## src/rtl/swpm_pkg.sv

```systemverilog
// shared types, constants and lookup functions of the sliding-window power meter
// no dependencies; every other file but swpm_ram imports this package
package swpm_pkg;

	localparam int SAMPLE_BITS     = 16;
	localparam int WINDOW_MAX_DEF  = 1024;
	localparam int WS_BITS         = 11;
	localparam int TIME_BITS       = 64;
	localparam int SUM_SQ_BITS     = 41;
	localparam int SUM_UI_BITS     = 42;
	localparam int MUL_OP_BITS     = 42;
	localparam int MUL_HALF        = 21;
	localparam int PROD_BITS       = 84;
	localparam int ROOT_BITS       = 42;
	localparam int SQ_REM_BITS     = 46;
	localparam int CORDIC_STEPS    = 16;
	localparam int CXY_BITS        = 35;
	localparam int Z_BITS          = 20;
	localparam int ZPOS_BITS       = 19;
	localparam int DEG_BITS        = 22;
	localparam int ANGLE_BITS      = 15;
	localparam int ACTIVE_BITS     = 32;
	localparam int MAG_BITS        = 31;
	localparam int CFG_IDX_BITS    = 2;
	localparam int CFG_DATA_BITS   = 11;
	localparam int STEP_BITS       = 6;
	localparam int MAC_STEPS       = 6;
	localparam int MUL_STEPS       = 4;
	localparam int SQ_STEPS        = 42;
	localparam int DIV_STEPS       = 42;
	localparam int HALF_PI_Q16     = 102944;
	localparam int DEG_PER_RAD_Q16 = 3754936;
	localparam int ANGLE_SAT       = 32767;

	// register indexes of the configuration port
	localparam logic [CFG_IDX_BITS-1:0] CFG_WIN_LEN    = 2'd0;
	localparam logic [CFG_IDX_BITS-1:0] CFG_ANG_UNIT   = 2'd1;
	localparam logic [CFG_IDX_BITS-1:0] CFG_TIME_ALIGN = 2'd2;

	// timestamp alignment codes, anything else means center
	localparam logic [1:0] ALIGN_OLDEST = 2'd0;
	localparam logic [1:0] ALIGN_NEWEST = 2'd2;

	typedef enum logic [4:0] {
		ST_IDLE, ST_READ, ST_MAC, ST_WRITE, ST_SLOT, ST_MUL_UU, ST_MUL_UI, ST_RAD,
		ST_SQ_LOAD, ST_SQ_STEP, ST_DIV_LOAD, ST_DIV_STEP, ST_DIV_STORE,
		ST_CORDIC_LOAD, ST_CORDIC_STEP, ST_ANGLE, ST_OUT
	} state_t;

	typedef enum logic [4:0] {
		OP_NONE, OP_LOAD, OP_READ_OLD, OP_MAC, OP_WRITE, OP_READ_SLOT, OP_MUL_UU,
		OP_MUL_UI, OP_RAD, OP_SQ_LOAD, OP_SQ_STEP, OP_DIV_LOAD, OP_DIV_STEP,
		OP_DIV_STORE, OP_CORDIC_LOAD, OP_CORDIC_STEP, OP_ANGLE, OP_OUT
	} op_t;

	typedef enum logic [1:0] {
		PASS_APPARENT, PASS_REACTIVE, PASS_ACTIVE
	} pass_t;

	typedef struct packed {
		op_t                  op;
		logic [STEP_BITS-1:0] step;
		pass_t                pass;
	} cmd_t;

	typedef struct packed {
		logic full;
		logic out_busy;
	} stat_t;

	// arctangent of 2^-k in radians, Q.16
	function automatic logic [15:0] atan_q16(input logic [3:0] k);
		logic [15:0] v;
		case (k)
			4'd0:    v = 16'd51472;
			4'd1:    v = 16'd30386;
			4'd2:    v = 16'd16055;
			4'd3:    v = 16'd8150;
			4'd4:    v = 16'd4091;
			4'd5:    v = 16'd2047;
			4'd6:    v = 16'd1024;
			4'd7:    v = 16'd512;
			4'd8:    v = 16'd256;
			4'd9:    v = 16'd128;
			4'd10:   v = 16'd64;
			4'd11:   v = 16'd32;
			4'd12:   v = 16'd16;
			4'd13:   v = 16'd8;
			4'd14:   v = 16'd4;
			default: v = 16'd2;
		endcase
		return v;
	endfunction

endpackage

```

## src/rtl/swpm_ctrl.sv

```systemverilog
// sequencer of the power meter: steps the datapath through one item
// depends on swpm_pkg (state, command and status types)
module swpm_ctrl import swpm_pkg::*; (
	input  logic  clk,
	input  logic  arst_n,
	input  logic  in_valid,
	output logic  in_ready,
	input  stat_t stat,
	output cmd_t  cmd
);

	state_t               state_q, state_d;
	logic [STEP_BITS-1:0] step_q;
	pass_t                pass_q;

	function automatic logic is_last(input logic [STEP_BITS-1:0] s, input int n);
		return s == STEP_BITS'(n - 1);
	endfunction

	always_comb begin
		state_d = state_q;
		unique case (state_q)
			ST_IDLE:        if (in_valid) state_d = ST_READ;
			ST_READ:        state_d = ST_MAC;
			ST_MAC:         if (is_last(step_q, MAC_STEPS)) state_d = ST_WRITE;
			ST_WRITE:       state_d = stat.full ? ST_SLOT : ST_IDLE;
			ST_SLOT:        state_d = ST_MUL_UU;
			ST_MUL_UU:      if (is_last(step_q, MUL_STEPS)) state_d = ST_MUL_UI;
			ST_MUL_UI:      if (is_last(step_q, MUL_STEPS)) state_d = ST_RAD;
			ST_RAD:         state_d = ST_SQ_LOAD;
			ST_SQ_LOAD:     state_d = ST_SQ_STEP;
			ST_SQ_STEP:     if (is_last(step_q, SQ_STEPS)) state_d = ST_DIV_LOAD;
			ST_DIV_LOAD:    state_d = ST_DIV_STEP;
			ST_DIV_STEP:    if (is_last(step_q, DIV_STEPS)) state_d = ST_DIV_STORE;
			ST_DIV_STORE: begin
				unique case (pass_q)
					PASS_APPARENT: state_d = ST_SQ_LOAD;
					PASS_REACTIVE: state_d = ST_DIV_LOAD;
					default:       state_d = ST_CORDIC_LOAD;
				endcase
			end
			ST_CORDIC_LOAD: state_d = ST_CORDIC_STEP;
			ST_CORDIC_STEP: if (is_last(step_q, CORDIC_STEPS)) state_d = ST_ANGLE;
			ST_ANGLE:       state_d = ST_OUT;
			ST_OUT:         if (!stat.out_busy) state_d = ST_IDLE;
			default:        state_d = ST_IDLE;
		endcase
	end

	always_comb begin
		in_ready = 1'b0;
		cmd.op   = OP_NONE;
		cmd.step = step_q;
		cmd.pass = pass_q;
		unique case (state_q)
			ST_IDLE: begin
				in_ready = 1'b1;
				cmd.op   = in_valid ? OP_LOAD : OP_NONE;
			end
			ST_READ:        cmd.op = OP_READ_OLD;
			ST_MAC:         cmd.op = OP_MAC;
			ST_WRITE:       cmd.op = OP_WRITE;
			ST_SLOT:        cmd.op = OP_READ_SLOT;
			ST_MUL_UU:      cmd.op = OP_MUL_UU;
			ST_MUL_UI:      cmd.op = OP_MUL_UI;
			ST_RAD:         cmd.op = OP_RAD;
			ST_SQ_LOAD:     cmd.op = OP_SQ_LOAD;
			ST_SQ_STEP:     cmd.op = OP_SQ_STEP;
			ST_DIV_LOAD:    cmd.op = OP_DIV_LOAD;
			ST_DIV_STEP:    cmd.op = OP_DIV_STEP;
			ST_DIV_STORE:   cmd.op = OP_DIV_STORE;
			ST_CORDIC_LOAD: cmd.op = OP_CORDIC_LOAD;
			ST_CORDIC_STEP: cmd.op = OP_CORDIC_STEP;
			ST_ANGLE:       cmd.op = OP_ANGLE;
			ST_OUT:         cmd.op = stat.out_busy ? OP_NONE : OP_OUT;
			default:        cmd.op = OP_NONE;
		endcase
	end

	always_ff @(posedge clk or negedge arst_n) begin
		if (!arst_n) begin
			state_q <= ST_IDLE;
			step_q  <= '0;
			pass_q  <= PASS_APPARENT;
		end else begin
			state_q <= state_d;
			step_q  <= (state_d == state_q) ? step_q + 1'b1 : '0;
			if (state_q == ST_IDLE) begin
				pass_q <= PASS_APPARENT;
			end else if (state_q == ST_DIV_STORE) begin
				pass_q <= (pass_q == PASS_APPARENT) ? PASS_REACTIVE : PASS_ACTIVE;
			end
		end
	end

endmodule

```

## config.mk

```make
export PLATFORM = sky130hd
export DESIGN_NAME = swpm_ctrl
export DESIGN_NICKNAME = d
export VERILOG_FILES = /design/src/rtl/swpm_pkg.sv /design/src/rtl/swpm_ctrl.sv
export SDC_FILE = /design/constraint.sdc
export NUM_CORES = 1
export LEC_CHECK = 0
export CORE_MARGIN = 1
export CORE_UTILIZATION = 30
export DETAILED_ROUTE_END_ITERATION = 8
export DONT_BUFFER_PORTS = 1
export PLACE_DENSITY = 0.46
export SLEW_MARGIN = 20
export SYNTH_ARGS = -nofsm -noshare
export SYNTH_HDL_FRONTEND = slang
export SYNTH_SLANG_ARGS = --single-unit
```

## constraint.sdc

```tcl
create_clock -name clk -period 1.67 [get_ports clk]
set_input_delay 0 -clock clk [delete_from_list [all_inputs] [get_ports clk]]
set_output_delay 0 -clock clk [all_outputs]
set_load 0.01 [all_outputs]
```

==> impl_metrics.toml, run 1 <==
[setup_path]
endpoint_kind = "flip-flop"
crit_chain = "buf_4, or2_1, o221a_1, a221oi_2, a22oi_2, nor3_1"
r2r_end = "step_q[1]"
worstSetupEndpoint = "step_q[1]"
crit_family = "compound AO/OA/AOI/OAI gates"
worstSetupPathType = "flip-flop to flip-flop"
crit_path_start = "state_q[2]"
reg2reg_slack_ns = -0.05
worst_ep_arrival_time_ns = 1.92
cp_max_fo = 6
crit_path_start_kind = "flip-flop"
cpMaxStageDelayCell = "dfrtp_1"
crit_buf_inv = 1
cpPeakStageDelay_ns = 0.42
required_ns = 1.87
reg2reg_from = "state_q[2]"
r2r_cells = 6
cp_num_cells = 6

[global_route]
grt_pass1_vias = 1091
grt.overflow.total = 0
antenna_found_initial = 0
grt_max_degree = 14
grt_usage = 0.1800
grt_pass1_wl_mm = 4.892

[synthesis]
synth_edf_count = 0
async_flop_share = 1.000
synth_ff_type = "dfrtp_1"
synth_warnings = 0
seq_area_frac_synth = 0.3140
ys_ff_latch = 13
synth_area_mm2 = 0.001036
avgSynthCellArea_um2 = 8.633
syn_nets = 127
syn_inst = 120
ys_types = 46

[timing]
fin_skew_ns = 0.005841
finalSetupTns_ns = -0.2185
finalSetupViolations = 7
max-slew-margin-rel = 0.5886
fin_ws_ns = -0.04680
timing.final.hold_violations = 0
fin_crit_sh = 1.028
rsz0062_at_grt = "true"
fmax_mhz = 582.5
hold_ws_ns = 0.1554
slew_violations = 0
min_period_ns = 1.717
tightest_slew_ns = 0.6151

[placement]
gp_congestion = 0.7665
hpwl_mm = 2.121
port_buffers = 0
place_ws_ns = -0.09123

[power_and_ir_drop]
finalPower_w = 0.002813
power.leakage_nw = 0.6716
vdd_ir_drop_max_mv = 0.5806
powerDensity_mw_per_mm2 = 1860

[die]
num_rows = 20
dieWidth_um = 60.77
initial_core_util = 0.3286
dieArea_mm2 = 0.003692
ioPinCount = 19
fp.coreArea_mm2 = 0.003153
die_h_um = 60.77

[status]
status = "finished with violations"
violations = "negative setup slack"

[route]
vias = 1058
ant_nets = 0
wl_mm = 2.985
avgViaCountPerCell = 5.212
drt_iter0_drc = 31
drtPass1Iterations = 4
wire_per_inst_um = 14.70
drc = 0

[clock_network]
cts_tree = "yes"
clk_pin_slew_ns = 0.09
clockBufferDepth = 2
clk_latency_ns = 0.29
cts_root_buf = "clkbuf_4"
cts.sinks = 13
cts_htree_levels = 1
cts_made_buffers = 3

[flow_run]
drv_cap = 0

[final_layout]
drive_above_1_share = 0.4654
num-fill-cells = 334
fin_nets = 167
diodes = 0
syn_to_final_growth_pct = 46.01

[hold_path]
hold_path.class = "input port to asynchronous set/reset pin"
[cells in the final DEF, fill, tap and decap left out, drive strengths merged, types with 2 or more instances in the layout]
cell,instances
buf,42
nand2,13
dfrtp,13
nor2,12
nor3,10
a21oi,5
xor2,5
nand3,4
xnor2,3
inv,3
clkbuf,3
dlygate4sd3,3
mux2i,3
and3,2
nand2b,2
o31ai,2
nand4,2
o22ai,2
ha,2
or3,2
nor2b,2
o41ai,2
o21ai,2
or2b,2
[how the worst min path moves through the flow]
stage / slack [ns] / depth (start not counted) / to / from
after floorplan: -0.30 / 0 / pass_q[0] / arst_n
after global placement: -0.30 / 0 / state_q[2] / arst_n
after detailed placement: -0.30 / 0 / state_q[2] / arst_n
after CTS: 0.18 / 1 / step_q[2] / arst_n
after global routing: 0.19 / 2 / cmd[12] / stat[0]
final: 0.16 / 1 / step_q[4] / arst_n
[cell type report]
cell class | count | area (um^2) | area share
repair buffers | 45 | 357.8 | 0.2366
multi-input cells | 94 | 730.7 | 0.4830
inverters | 3 | 11.26 | 0.007444
well taps | 44 | 55.05 | 0.03639
clock buffers | 3 | 22.52 | 0.01489
clock inverters | 1 | 5.005 | 0.003309
flip-flops and latches | 13 | 330.3 | 0.2184
[state kept, by name, summed over array words and instances (netlist names)]
name / flops
pass_q: 2
state_q: 5
step_q: 6
[power by group]
group | switching, W | leakage, nW | internal, W
combinational | 0.00100 | 0.485 | 0.00105
clock | 0.000119 | 0.0177 | 0.0000890
sequential | 0.000142 | 0.169 | 0.000412
total | 0.00126 | 0.672 | 0.00155
[through the flow]
step / std cells / util / instance area (um^2)
after global routing: 203 / 0.4798 / 1513
after CTS: 203 / 0.4623 / 1458
after global placement: 186 / 0.4008 / 1264
final: 203 / 0.4798 / 1513
after detailed placement: 186 / 0.4008 / 1264
after floorplan: 120 / - / 1037
[Yosys cell counts (2+ instances only)]
cell type | instances | share of area
nand2b_1 | 2 | 0.012
buf_6 | 4 | 0.043
xnor2_1 | 3 | 0.025
buf_2 | 2 | 0.0097
o41ai_1 | 2 | 0.017
xor2_1 | 5 | 0.042
nand4_1 | 2 | 0.012
nor3_1 | 10 | 0.048
buf_4 | 3 | 0.022
a21oi_1 | 5 | 0.024
or2b_1 | 2 | 0.014
dfrtp_1 | 13 | 0.31
nand3_1 | 4 | 0.019
inv_1 | 3 | 0.011
nand2_1 | 13 | 0.047
o22ai_1 | 2 | 0.012
o31ai_1 | 2 | 0.014
ha_1 | 2 | 0.024
and3_1 | 2 | 0.012
mux2i_1 | 3 | 0.029
nor2_1 | 11 | 0.040
[logic make-up (layout without fill, tap and decap cells)]
group	Yosys count	in the layout	synth area share
flip-flops	13	13	0.3140
AO/OA/AOI/OAI	26	26	0.2005
multiplexers	3	3	0.02899
AND/OR/NAND/NOR	55	55	0.2754
XOR/XNOR	8	8	0.06764
buffers and inverters	13	52	0.08936
adder cells (fa/ha/maj)	2	2	0.02415
[timing repair]
action | 4_1_cts | 5_1_grt
setup endpoints to repair | 9 | 11
resized for setup | 14 | 11
hold buffers | 3 | 0
pin swaps | 13 | 8
setup buffers | 11 | 1
endpoints found under the hold margin | 15 | 0
[layer usage]
metal,routed length (um),GRT usage
met1,1408,0.2337
met2,1450,0.2967
met5,0,0
met3,109,0.05117
met4,16,0.04221
Power figures use the tool's default switching activity.
==> inputs of run 2 (changes only) <==
--- a/config.mk
+++ b/config.mk
@@ -10,6 +10,7 @@
 export DETAILED_ROUTE_END_ITERATION = 8
 export DONT_BUFFER_PORTS = 1
 export PLACE_DENSITY = 0.46
+export SKIP_LAST_GASP = 1
 export SLEW_MARGIN = 20
 export SYNTH_ARGS = -nofsm -noshare
 export SYNTH_HDL_FRONTEND = slang
==> run 2 against run 1 <==
Compared with the run above:
- the flow still finishes with violations (negative setup slack)
- register-to-register slack barely moved
- flip-flop and latch count is the same
- combinational power shrank 2%
- clock skew decreased by 0.0013 ns
- first-iteration DRC count shrank 19%
- fmax is 0.80% higher
- final cell count is 0.49% lower
- clock power hardly changed
- total power is 1.8% lower
- highest routed layer unchanged
==> impl_metrics.toml, run 2 (synthesized netlist as in run 1, its figures left out) <==
[setup_path]
worstSetupPathType = "flip-flop to output pin"
crit_path_start_kind = "flip-flop"
reg2reg_from = "state_q[2]"
r2r_end = "step_q[3]"
cpPeakStageDelay_ns = 0.42
worst_ep_arrival_time_ns = 1.70
required_ns = 1.67
crit_chain = "buf_4, buf_4, nor2_1, nand2_1, o32a_1, o21ai_2"
cpMaxStageDelayCell = "dfrtp_1"
cpMostUsedCell = "buf_4"
r2r_cells = 6
cp_max_fo = 10
reg2reg_slack_ns = -0.03
endpoint_kind = "output pin"

[clock_network]
cts_made_buffers = 3
clk_latency_ns = 0.29
clk_pin_slew_ns = 0.09
cts_root_buf = "clkbuf_4"
cts_htree_levels = 1
cts.sinks = 13
cts_tree = "yes"
clockBufferDepth = 2

[die]
initial_core_util = 0.3286
ioPinCount = 19
fp.coreArea_mm2 = 0.003153
die_h_um = 60.77
num_rows = 20
dieWidth_um = 60.77
dieArea_mm2 = 0.003692

[final_layout]
syn_to_final_growth_pct = 44.81
largest_reg_flops = 6
top_register = "step_q"
reg_top3 = "step_q (6), state_q (5), pass_q (2)"
final_cell_mix = "40 x buf_4, 13 x nand2_1, 10 x nor2_1"
drive_above_1_share = 0.4557
fin_nets = 166
final_common_cell = "buf_4"
post-route-cell-area_mm2 = 0.001500
diodes = 0
fin_util = 0.4758

[placement]
gp_congestion = 0.7665
hpwl_mm = 2.121
port_buffers = 0
dpl_cell_area_mm2 = 0.001264

[route]
wire_per_inst_um = 14.57
drt_iter0_drc = 25
vias = 1050
wl_mm = 2.944
drc = 0
ant_nets = 0
drtPass1Iterations = 4
avgViaCountPerCell = 5.198

[global_route]
grt_pass1_vias = 1093
grt_usage = 0.1804
grt_pass1_wl_mm = 4.905
grt_max_degree = 14
grt.overflow.total = 0
antenna_found_initial = 0

[power_and_ir_drop]
power.leakage_nw = 0.6649
vdd_ir_drop_max_mv = 0.5835
powerDensity_mw_per_mm2 = 1841

[timing]
min_period_ns = 1.703
fmax_mhz = 587.1
timing.final.hold_violations = 0
hold_ws_ns = 0.1553
fin_skew_ns = 0.004498
max-slew-margin-rel = 0.5893
tightest_slew_ns = 0.6140
slew_violations = 0
finalSetupViolations = 8
fin_ws_ns = -0.03322
fin_crit_sh = 1.020
rsz0062_at_grt = "true"

[status]
status = "finished with violations"
violations = "negative setup slack"

[hold_path]
hold_path.class = "input port to asynchronous set/reset pin"

[flow_run]
drv_cap = 0
==> run 2: metrics by stage <==
step | setup slack, ns | setup TNS (ns) | total power, W | cells
2_1_floorplan | 0.02505 | 0 | 0.001602 | 120
3_3_place_gp | -0.08955 | -0.5139 | 0.002154 | 186
3_5_place_dp | -0.09123 | -0.5053 | 0.002156 | 186
4_1_cts | -0.03493 | -0.2252 | 0.002662 | 203
5_1_grt | -0.1443 | -1.271 | 0.002977 | 202
6_report | -0.03322 | -0.1661 | 0.002762 | 202
==> run 2: report_power, final <==
part | switching, W | internal, W | total, W
Clock | 0.000119 | 0.0000890 | 0.000208
Combinational | 0.000979 | 0.00102 | 0.00200
Sequential | 0.000142 | 0.000412 | 0.000553
==> run 2: cell type report <==
type                       count  area (um^2)
clock buffer                   3        22.52
clock inverter                 1        5.005
fill                         335         1653
inverter                       3        11.26
multi-input combinational     94        725.7
sequential                    13        330.3
tap                           44        55.05
timing repair buffer          44        350.3
==> run 2: worst max-delay path: cells and delay by family (launching register included) <==
family	cells	cell delay, ns
DFF	1	0.42
AOI/OAI and AO/OA	2	0.45
buffers and inverters	2	0.34
and+or+nand+nor	2	0.19
==> run 2: repair_timing <==
| action | 4_1_cts | 5_1_grt |
|---|---|---|
| pin swaps | 13 | 8 |
| endpoints found under the hold margin | 15 | 0 |
| endpoints found under the setup margin | 9 | 11 |
| buffers inserted | 11 | 0 |
| gates resized for setup | 13 | 11 |
| hold buffers | 3 | 0 |
==> run 2: worst max-delay path by stage <==
stage	from	endpoint	cells past startpoint
6_report	state_q[2]	cmd[8]	6
5_1_grt	step_q[0]	step_q[4]	8
4_1_cts	state_q[2]	cmd[8]	6
3_5_place_dp	step_q[1]	step_q[3]	6
3_3_place_gp	step_q[1]	step_q[4]	6
2_1_floorplan	step_q[1]	step_q[2]	6
==> run 2: per-layer routing <==
layer,part of all wire,up-vias,GRT usage
met5,0,-,0
met4,0.0054,0,0.04221
met3,0.037,4,0.05117
met2,0.48,17,0.2967
met1,0.48,516,0.2350
li1,-,513,-
==> inputs of run 3 (changes only) <==
==> constraint.sdc (replaced) <==
create_clock -name clk -period 1.5 [get_ports clk]
set_input_delay 0 -clock clk [delete_from_list [all_inputs] [get_ports clk]]
set_output_delay 0 -clock clk [all_outputs]
set_load 0.01 [all_outputs]
==> run 3 against run 2 <==
Compared with the run above:
- the flow still finishes with violations (negative setup slack)
- clock power increased by 11%
- die area unchanged
- utilization increased by 7.6 points
- flip-flop and latch count unchanged
- non-clock buffer count increased by 17
- combinational power increased by 47%
- wire length increased by 13%
- via count increased by 8.0%
- critical path type is now flip-flop to flip-flop
- largest cell class unchanged
- largest power group unchanged
==> impl_metrics.toml, run 3 (synthesized netlist as in run 1, its figures left out) <==
[die]
initial_core_util = 0.3286
fp.coreArea_mm2 = 0.003153
die_h_um = 60.77
num_rows = 20
ioPinCount = 19
dieWidth_um = 60.77
dieArea_mm2 = 0.003692

[hold_path]
hold_path.class = "input port to asynchronous set/reset pin"

[placement]
port_buffers = 0
hpwl_mm = 2.135
gp_congestion = 0.8144
place_ws_ns = -0.2474

[route]
drt_iter0_drc = 60
drc = 0
avgViaCountPerCell = 5.178
drtPass1Iterations = 4
vias = 1134
wl_mm = 3.317
ant_nets = 0
wire_per_inst_um = 15.15

[global_route]
grt_max_degree = 14
antenna_found_initial = 0
grt.met1_usage = 0.2687
met2_usage = 0.3046
gr-usage-met3 = 0.05757
grt_busiest_layer = "met2"
grt.overflow.total = 0
grt_usage = 0.2007
grt_pass1_vias = 1163
grt_pass1_wl_mm = 5.361

[final_layout]
fin_nets = 183
largest_reg_flops = 6
reg_top3 = "step_q (6), state_q (5), pass_q (2)"
diodes = 0
fin_util = 0.5520
drive_above_1_share = 0.5943
syn_to_final_growth_pct = 68.00
final_common_cell = "buf_4"
final_cell_mix = "48 x buf_4, 10 x nand2_1, 9 x nor2_1, 9 x buf_6"
top_register = "step_q"

[setup_path]
reg2reg_slack_ns = -0.22
required_ns = 1.71
crit_path_start = "state_q[2]"
endpoint_kind = "flip-flop"
worstSetupPathType = "flip-flop to flip-flop"
cp_max_fo = 6
crit_path_start_kind = "flip-flop"
worst_ep_arrival_time_ns = 1.93
r2r_cells = 6
reg2reg_from = "state_q[2]"

[power_and_ir_drop]
vdd_ir_drop_max_mv = 0.9697
p_switching_w = 0.001664
p_int_w = 0.002126
pwr-share-comb = 0.775
p_sw_frac = 0.4390
powerDensity_mw_per_mm2 = 2178
pwr-share-seq = 0.164
clock_power_share = 0.061
power.leakage_nw = 0.7564

[timing]
tightest_slew_ns = 0.6128
min_period_ns = 1.723
max-slew-margin-rel = 0.5901
fmax_mhz = 580.3
fin_crit_sh = 1.149
finalSetupViolations = 11
slew_violations = 0
fin_skew_ns = 0.0002310
fin_ws_ns = -0.2233
timing.final.hold_violations = 0
rsz0062_at_grt = "true"

[clock_network]
cts_htree_levels = 1
cts_root_buf = "clkbuf_4"
clk_pin_slew_ns = 0.09
clockBufferDepth = 2
cts_tree = "yes"
clk_latency_ns = 0.28
cts.sinks = 13
cts_made_buffers = 3

[status]
status = "finished with violations"
violations = "negative setup slack"

[flow_run]
drv_cap = 0
run 3: changes by cell type in the layout (fill, tap and decap cells not counted), moves of 3 or more:
cell / change
nor3_2: +6
nor3_1: -7
buf_4: +8
nand2_2: +3
buf_6: +9
nand2_1: -3
run 3: metrics by stage:
step	instances	instance area, um^2	TNS (ns)	total power, W	hold slack [ns]
6_report	219	1740	-1.583	0.003790	0.1578
5_1_grt	219	1740	-2.493	0.004047	0.1786
4_1_cts	217	1680	-1.358	0.003545	0.1828
3_5_place_dp	193	1325	-1.534	0.002513	-0.2950
3_3_place_gp	193	1325	-1.667	0.002522	-0.2950
2_1_floorplan	120	1046	-0.5983	0.001796	-0.2956
run 3: cell type report:
type                       count  area [um^2]
clock buffer                   3        22.52
timing repair buffer          61        511.7
multi-input combinational     94        799.5
fill                         285         1413
inverter                       3        13.76
sequential                    13        332.8
clock inverter                 1        5.005
tap                           44        55.05
run 3: critical path, stage by stage (launching register included):
cell and delay, ns:
dfrtp_2 0.46, or2_1 0.25, o221a_1 0.28, a221oi_2 0.25, a22oi_2 0.10, buf_6 0.16, nor3_4 0.15
run 3: routing by layer:
| metal | share of wire | up-vias |
|---|---|---|
| met5 | 0 | - |
| met4 | 0.019 | 0 |
| met3 | 0.056 | 8 |
| met2 | 0.47 | 42 |
| met1 | 0.45 | 534 |
| li1 | - | 550 |
run 3: timing repair:
action / in CTS / in global routing
hold buffers: 3 / 0
gates resized for setup: 41 / 10
setup buffers: 20 / 2
hold endpoints to repair: 15 / 0
setup endpoints to repair: 13 / 14
pin swaps: 17 / 13
run 3: path summary, 6_finish.rpt:
check                                   to
worst max-delay path             step_q[0]
worst min-delay path             step_q[5]
worst max register to register   step_q[0]
worst min register to register   pass_q[0]
max in group asynchronous       state_q[0]
min in group clk                   cmd[12]
run 3: power by group through the flow:
stage	clock (W)	combinational [W]	sequential, W
6_report	0.000230	0.00294	0.000623
5_1_grt	0.000270	0.00313	0.000643
4_1_cts	0.000240	0.00270	0.000604
3_5_place_dp	0	0.00190	0.000611
3_3_place_gp	0	0.00192	0.000607
2_1_floorplan	0	0.00125	0.000549
